==> config.mk <==
export PLATFORM = sky130hd
export DESIGN_NAME = llh_norm
export DESIGN_NICKNAME = d
export VERILOG_FILES = /design/src/hdl/llh_pkg.sv /design/src/hdl/llh_norm.sv
export SDC_FILE = /design/constraint.sdc
export NUM_CORES = 1
export LEC_CHECK = 0
export ABC_CLOCK_PERIOD_IN_PS = 2300
export BUFFER_PORTS_ARGS = -buffer_cell sky130_fd_sc_hd__buf_4
export CORE_ASPECT_RATIO = 1.25
export CORE_MARGIN = 2
export CORE_UTILIZATION = 50
export DETAILED_ROUTE_END_ITERATION = 8
export GPL_ROUTABILITY_DRIVEN = 0
export GPL_TIMING_DRIVEN = 0
export PLACE_DENSITY_LB_ADDON = 0.3
export SETUP_SLACK_MARGIN = 0.2
export SLEW_MARGIN = 20
export SYNTH_ARGS = -nofsm -noshare
export SYNTH_HDL_FRONTEND = slang
export SYNTH_SLANG_ARGS = --single-unit
==> constraint.sdc <==
create_clock -name clk -period 2.3 [get_ports clk]
set_input_delay 0.115 -clock clk [delete_from_list [all_inputs] [get_ports clk]]
set_output_delay 0.115 -clock clk [all_outputs]
set_load 0.02 [all_outputs]
==> src/hdl/llh_pkg.sv <==
`timescale 1ns / 1ps
// ----------------------------------------------------------------------------
// llh_pkg
// Shared widths, field offsets and the sequencer state type of the
// log-linear latency histogram.
// ----------------------------------------------------------------------------
package llh_pkg;

  localparam int LAT_W  = 48;
  localparam int FRAC_W = 17;
  localparam int Q16_W  = 16;
  localparam int SUM_W  = 64;
  localparam int PROD_W = 64;

  localparam logic [Q16_W-1:0] Q16_ROUND = '1;

  // input tdata: latency, fraction_q16, zero pad to bytes
  localparam int IN_TDATA_W = 72;
  localparam int IN_LAT_LO  = 0;
  localparam int IN_FRAC_LO = 48;

  // output tdata: percentile, min, max, count, sum
  localparam int OUT_TDATA_W = 256;
  localparam int OUT_PCT_LO  = 0;
  localparam int OUT_MIN_LO  = 48;
  localparam int OUT_MAX_LO  = 96;
  localparam int OUT_CNT_LO  = 144;
  localparam int OUT_SUM_LO  = 192;

  // tuser code
  localparam logic MODE_RECORD = 1'b0;
  localparam logic MODE_QUERY  = 1'b1;

  typedef enum logic [11:0] {
    ST_CLR     = 12'b0000_0000_0001,
    ST_IDLE    = 12'b0000_0000_0010,
    ST_R_SUM   = 12'b0000_0000_0100,
    ST_R_CNT   = 12'b0000_0000_1000,
    ST_R_NORM  = 12'b0000_0001_0000,
    ST_R_RD    = 12'b0000_0010_0000,
    ST_R_INC   = 12'b0000_0100_0000,
    ST_Q_START = 12'b0000_1000_0000,
    ST_Q_MUL   = 12'b0001_0000_0000,
    ST_Q_RD    = 12'b0010_0000_0000,
    ST_Q_ACC   = 12'b0100_0000_0000,
    ST_FIN     = 12'b1000_0000_0000
  } state_t;

endpackage

==> src/hdl/llh_norm.sv <==
`timescale 1ns / 1ps
// ----------------------------------------------------------------------------
// llh_norm
// Iterative bucket index finder: clamps a sample, then shifts it left one
// bit a cycle until the leading one reaches the top, counting the octave.
// ----------------------------------------------------------------------------
module llh_norm #(
  parameter int MAX_EXPONENT    = 32,
  parameter int SUB_BUCKET_BITS = 4,
  parameter int IW              = 9
) (
  input  logic                     clk,
  input  logic                     rst,
  input  logic                     start,
  input  logic [llh_pkg::LAT_W-1:0] latency,
  output logic                     done,
  output logic [IW-1:0]            idx
);

  localparam int SW = MAX_EXPONENT + SUB_BUCKET_BITS;
  localparam int EW = $clog2(MAX_EXPONENT);
  localparam logic [llh_pkg::LAT_W-1:0] LAT_HI =
    llh_pkg::LAT_W'((64'd1 << MAX_EXPONENT) - 64'd1);

  logic                      busy;
  logic [SW-1:0]             sh;
  logic [EW-1:0]             octave;
  logic [llh_pkg::LAT_W-1:0] clamped;
  logic [IW-1:0]             sub;

  always_comb begin
    if (latency == '0) begin
      clamped = llh_pkg::LAT_W'(1);
    end else if (latency > LAT_HI) begin
      clamped = LAT_HI;
    end else begin
      clamped = latency;
    end
  end

  assign done = busy & sh[SW-1];
  // bits just below the leading one
  assign sub  = IW'(sh[SW-2:0] >> (MAX_EXPONENT - 1));
  assign idx  = (IW'(octave) << SUB_BUCKET_BITS) | sub;

  always_ff @(posedge clk) begin
    if (rst) begin
      busy <= 1'b0;
    end else if (start) begin
      busy <= 1'b1;
    end else if (done) begin
      busy <= 1'b0;
    end
  end

  always_ff @(posedge clk) begin
    if (start) begin
      sh     <= SW'(clamped[MAX_EXPONENT-1:0]) << SUB_BUCKET_BITS;
      octave <= EW'(MAX_EXPONENT - 1);
    end else if (busy && !sh[SW-1]) begin
      sh     <= sh << 1;
      octave <= octave - EW'(1);
    end
  end

endmodule

==> results.toml, run 1 <==
[detailed_routing]
via_per_inst = 5.41
num_vias = 1592
dr.pass1.iters = 4
route.detailed.drc = 0
wl_per_cell_um = 13.7
drt-total-wl_um = 4020
drt_iter0_markers = 89
ant_nets = 0

[finish]
design_area_um2 = 2570
drive_gt1_share_pct = 44.5
nets = 305
utilization_pct = 68.5
area_growth_pct = 33.0
fillCellCount = 297
diodes = 0

[logic_synthesis]
seq_area_frac_synth_pct = 56.0
synthTopCellsByCount = "nor2_1, edfxtp_1, a21oi_1, nor2_2"
syn_inst = 186
ys_warn_count = 0
synth_mux_area_share_pct = 0
synth_most_common_cell = "nor2_1"
netlist.top_cell.by_area = "edfxtp_1"
ys_types = 23
synth-seq-cells = 38
synth_edf_count = 32
synth-adder-area-share_pct = 0.648
syn_nets = 238
avgSynthCellArea_um2 = 10.4
synth_ff_type = "edfxtp_1"
ys_top_cells_by_area = "edfxtp_1, nor2_2, nor2_1, a21oi_1, dfxtp_1"
synth_top_family_by_area = "simple AND/OR/NAND/NOR gates"
synth_area_um2 = 1930
synthSimpleGateAreaFrac_pct = 27.8
synth-compound-area-share_pct = 7.84
synth_top_cell_area_share_pct = 49.7
synth-xor-area-share_pct = 1.81
async_flop_share_pct = 0

[critical_path]
endpoint = "sh[13]"
setup.worst_path.start = "sh[35]"
reg2reg_depth = 3
required_ns = 2.16
startpoint_type = "flop"
critPathMaxFanout = 32
r2r_start = "sh[35]"
rrSetupSlack_ns = 0.55
endpoint_kind = "flop"
critical_path_class = "reg -> reg"
critical_path_arrival_ns = 1.61
worst_r2r_endpoint = "sh[13]"

[cts]
clk_pin_slew_ns = 0.08
htree_levels = 2
root_buffer = "clkbuf_8"
cts_max_path_buffers = 2
tritoncts = "done"
clk_latency_ns = 0.29
post_cts_buffers = 0
cts_buffers = 5
cts_resized = 0
cts.sinks = 38

[timing]
setup_ws_ns = 0.547
slew_headroom_pct = 48.9
final-setup-viol-count = 0
rsz0062_at_grt = "false"
hold_viol = 0
tightest_slew_ns = 0.764
period_needed_ns = 1.75
finalMaxSlewViolations = 0
skew_ns = 0.00621
fin_crit_sh_pct = 76.2
finalSetupTns_ns = 0
fmax_ghz = 0.570

[floorplan]
die_w_um = 59.6
dieArea_um2 = 4380
ioPinCount = 61
dieHeight_um = 73.5
start_util_pct = 51.5
core_um2 = 3750
rows = 25

[worst_hold_path]
hold_class = "in -> reg"

[job]
cap_violations = 0

[grt]
grt_util_all_layers_pct = 20.1
grt_antenna_before_repair = 0
grt_max_degree = 33
grt_pass1_wl_um = 6580
grt_overflow = 0
grt_pass1_vias = 1531

[place]
dp_hpwl_um = 2950
placed_area_um2 = 2430
dp_slack_ns = 0.462
portBuffers = 59

[power_and_ir_drop]
p_leak_uw = 0.000916
power_uw = 1560
p_per_area_nw_per_um2 = 607
max-vdd-ir-drop_uv = 334

[outcome]
outcome = "completed"
-- area by class of cell --
cell class	instances	area (um^2)	area share, %
inverters	4	15.0	0.584
well taps	40	50.0	1.95
repair buffers	60	453	17.6
flip-flops and latches	38	1080	42.1
clock inverters	3	63.8	2.48
plain buffers	16	98.8	3.85
clock buffers	5	68.8	2.68
multi-input cells	128	739	28.8
-- registers in the layout, indices dropped and copies added, names as in the netlist --
| register | cells |
|---|---|
| sh | 32 |
| busy | 1 |
| octave | 5 |
-- through the flow --
step           instances  hold WS (ns)
2_1_floorplan        186         0.184
3_3_place_gp         285         0.269
3_5_place_dp         285         0.275
4_1_cts              294         0.126
5_1_grt              294         0.144
6_report             294         0.134
-- cells by family after synthesis --
| family | after synthesis |
|---|---|
| flops | 38 |
| simple gates | 94 |
| compound gates | 29 |
| fa+ha+maj | 1 |
| buf+inv | 20 |
| xor+xnor | 4 |
-- repair_timing --
item                                    in CTS  in global routing
endpoints found under the setup margin       0                  0
hold buffers                                 1                  0
endpoints found under the hold margin        1                  0
-- where the power goes --
| group | total [uW] | switching [uW] | internal, uW |
|---|---|---|---|
| clock | 665 | 236 | 429 |
| sequential | 756 | 2.59 | 754 |
| combinational | 137 | 68.8 | 68.4 |
-- per-layer routing --
metal	track usage [%]	wire length, um	share of wire, %	vias up
met5	0	0	0	-
met4	9.14	95	2.4	0
met3	5.11	295	7.3	11
met2	31.3	1890	47	58
met1	26.1	1740	43	743
li1	-	-	-	780
-- critical path, stage by stage, from the launching register on --
cell	delay, ns
edfxtp_1	0.34
nand2b_1	0.10
clkbuf_1	0.34
nand2_2	0.54
-- worst min path at each step --
stage,to,depth (start not counted),start,slack (ns)
finish,sh[18],3,latency[14],0.13
global route,sh[7],3,latency[3],0.14
floorplan,busy,1,rst,0.18
CTS,sh[18],3,latency[14],0.13
detailed placement,busy,2,rst,0.27
global placement,busy,2,rst,0.27
-- cells in the final DEF, fill, tap and decap left out --
cell type | synthesis | final
a21oi_1 | 27 | 27
and2_1 | 1 | 1
buf_2 | 1 | 1
buf_4 | 4 | 63
buf_6 | 3 | 3
bufinv_16 | 0 | 2
clkbuf_1 | 8 | 8
clkbuf_8 | 0 | 5
clkinv_1 | 0 | 1
dfxtp_1 | 6 | 6
dlygate4sd3_1 | 0 | 1
edfxtp_1 | 32 | 32
ha_1 | 1 | 1
inv_1 | 3 | 3
inv_2 | 1 | 1
nand2_1 | 6 | 5
nand2_2 | 0 | 1
nand2b_1 | 1 | 1
nand4_1 | 2 | 2
nand4_2 | 1 | 1
nor2_1 | 39 | 39
nor2_2 | 25 | 25
nor3_2 | 5 | 5
nor4_1 | 8 | 8
nor4_2 | 6 | 6
o211ai_1 | 1 | 1
o31a_1 | 1 | 1
xnor2_1 | 4 | 4
Note: power is estimated with default switching activity, not from simulation.
==> run 2, diff against run 1 <==
- ABC_AREA: unset -> 1
- ABC_CLOCK_PERIOD_IN_PS: 2300 -> 1700
- clock period: 2.3 -> 1.7 ns (I/O delays scaled with it)
==> results.toml, run 2 <==
[worst_hold_path]
hold_class = "in -> reg"
holdPathStages = 3
hold_start = "start"
whs_endpoint = "octave[3]"

[logic_synthesis]
seq_area_frac_synth_pct = 56.7
async_flop_share_pct = 0
ys_warn_count = 0
synth_edf_count = 32
ys_types = 19
syn_inst = 223
netlist.top_cell.by_area = "edfxtp_1"
synth_area_um2 = 1910
synth_most_common_cell = "nand2_1"
synthTopCellsByCount = "nand2_1, nor2_1, edfxtp_1, o21ai_1, inv_1"
syn_nets = 275
avgSynthCellArea_um2 = 8.55
ys_top_cells_by_area = "edfxtp_1, nand2_1, o21ai_1, nor2_1, dfxtp_1"
synth_top_cell_area_share_pct = 50.4
synth_ff_type = "edfxtp_1"
synth-seq-cells = 38

[cts]
post_cts_buffers = 0
tritoncts = "done"
cts_buffers = 5
clk_latency_ns = 0.30
clk_pin_slew_ns = 0.09
cts_max_path_buffers = 2
cts.sinks = 38
root_buffer = "clkbuf_8"
htree_levels = 2

[finish]
nets = 342
final_common_cell = "nand2_1"
final_cell_mix = "nand2_1, buf_4, nor2_1, edfxtp_1, o21ai_1"
area_growth_pct = 33.5
design_area_um2 = 2540
utilization_pct = 68.4
ff_latch_area_um2 = 1080
fillCellCount = 316
multiInputGateArea_um2 = 706
reg_top3 = "sh: 32 flops, octave: 5 flops, busy: 1 flops"
top_register = "sh"
diodes = 0
drive_gt1_share_pct = 29.6
largest_reg_flops = 32

[critical_path]
critPathMaxFanout = 32
startpoint_type = "flop"
required_ns = 1.66
reg2reg_depth = 3
worst_r2r_endpoint = "sh[22]"
r2r_start = "sh[35]"
critical_path_arrival_ns = 1.33
rrSetupSlack_ns = 0.32
endpoint_kind = "flop"
critical_path_class = "reg -> reg"

[grt]
grt_pass1_vias = 1609
grt_pass1_wl_um = 6770
grt_antenna_before_repair = 0
grt_util_all_layers_pct = 21.3
grt_max_degree = 33
grt_overflow = 0

[power_and_ir_drop]
p_leak_uw = 0.00112
p_per_area_nw_per_um2 = 867
max-vdd-ir-drop_uv = 658

[timing]
tightest_slew_ns = 0.427
skew_ns = 0.00996
finalMaxSlewViolations = 0
finalSetupTns_ns = 0
fmax_ghz = 0.726
rsz0062_at_grt = "true"
hold_viol = 0
hold_ws_ns = 0.0589
final-setup-viol-count = 0
slew_headroom_pct = 71.5
setup_ws_ns = 0.323
period_needed_ns = 1.38
fin_crit_sh_pct = 81.0

[floorplan]
dieHeight_um = 73.0
dieArea_um2 = 4330
start_util_pct = 51.2
rows = 25
die_w_um = 59.2
core_um2 = 3720
ioPinCount = 61

[place]
dp_hpwl_um = 2960
dp_slack_ns = 0.0585
portBuffers = 59
placed_area_um2 = 2400

[detailed_routing]
ant_nets = 0
drt-total-wl_um = 4110
wl_per_cell_um = 12.4
via_per_inst = 5.16
drt_iter0_markers = 65
num_vias = 1709
route.detailed.drc = 0
dr.pass1.iters = 4

[job]
cap_violations = 0

[outcome]
outcome = "completed"
==> run 2: cell types whose count changed in the layout (fill, tap and decap cells not counted), sizes merged, moves of 4 or more <==
cell   previous run  this run
xnor2             4         0
nor2             64        35
a21oi            27         5
o21ai             0        35
nor4             14         0
nand2             6        85
nor3              5         1
==> run 2: stage by stage <==
stage | power (uW) | cells
final | 2210 | 331
after floorplan | 1250 | 223
after CTS | 2210 | 331
after detailed placement | 1400 | 322
after global routing | 2290 | 331
after global placement | 1390 | 322
==> run 2: what timing repair did <==
item / 4_1_cts / 5_1_grt
gates cloned: 0 / 0
setup endpoints to repair: 32 / 7
gates resized for setup: 1 / 0
hold buffers: 1 / 0
hold endpoints to repair: 1 / 0
==> run 2: power by group <==
group          total (uW)  leakage [uW]  internal [uW]  switching, uW
combinational         282      0.000708            140            142
sequential           1100      0.000351           1080           19.4
clock                 825     0.0000647            470            355
total                2210       0.00112           1690            517
==> run 2: how the worst max path moves through the flow <==
stage	from	end	slack, ns	cells past startpoint
after global placement	start	sh[20]	0.08	4
final	sh[35]	sh[22]	0.32	3
after CTS	sh[35]	sh[21]	0.31	3
after detailed placement	start	sh[12]	0.06	4
after floorplan	sh[35]	sh[10]	0.33	3
after global routing	sh[35]	sh[22]	0.20	3
==> run 2: logic make-up (layout without fill, tap and decap cells) <==
kind of cell | after synthesis | count (layout) | share of synthesized area, %
AOI/OAI and AO/OA | 40 | 40 | 11.3
adders and majority gates | 1 | 1 | 0.656
buffers and inverters | 22 | 90 | 6.69
DFF | 38 | 38 | 56.7
and+or+nand+nor | 122 | 122 | 24.7
==> run 2: final cells by class <==
cell class | instances | area share (%)
timing repair buffer | 60 | 17.8
tap | 40 | 1.97
clock buffer | 7 | 4.67
buffer | 14 | 3.83
inverter | 8 | 1.18
clock inverter | 1 | 0.344
sequential | 38 | 42.5
multi-input combinational | 163 | 27.7
==> run 2: routing by layer <==
layer	track usage, %	wire length [um]
met4	13.1	107
met3	4.96	230
met1	23.8	1690
met2	35.8	2080
met5	0	0
==> run 2: critical path, stage by stage, from the launching register on <==
cell      delay [ns]
edfxtp_1        0.39
inv_1           0.06
nand2_1         0.17
nand2_4         0.40
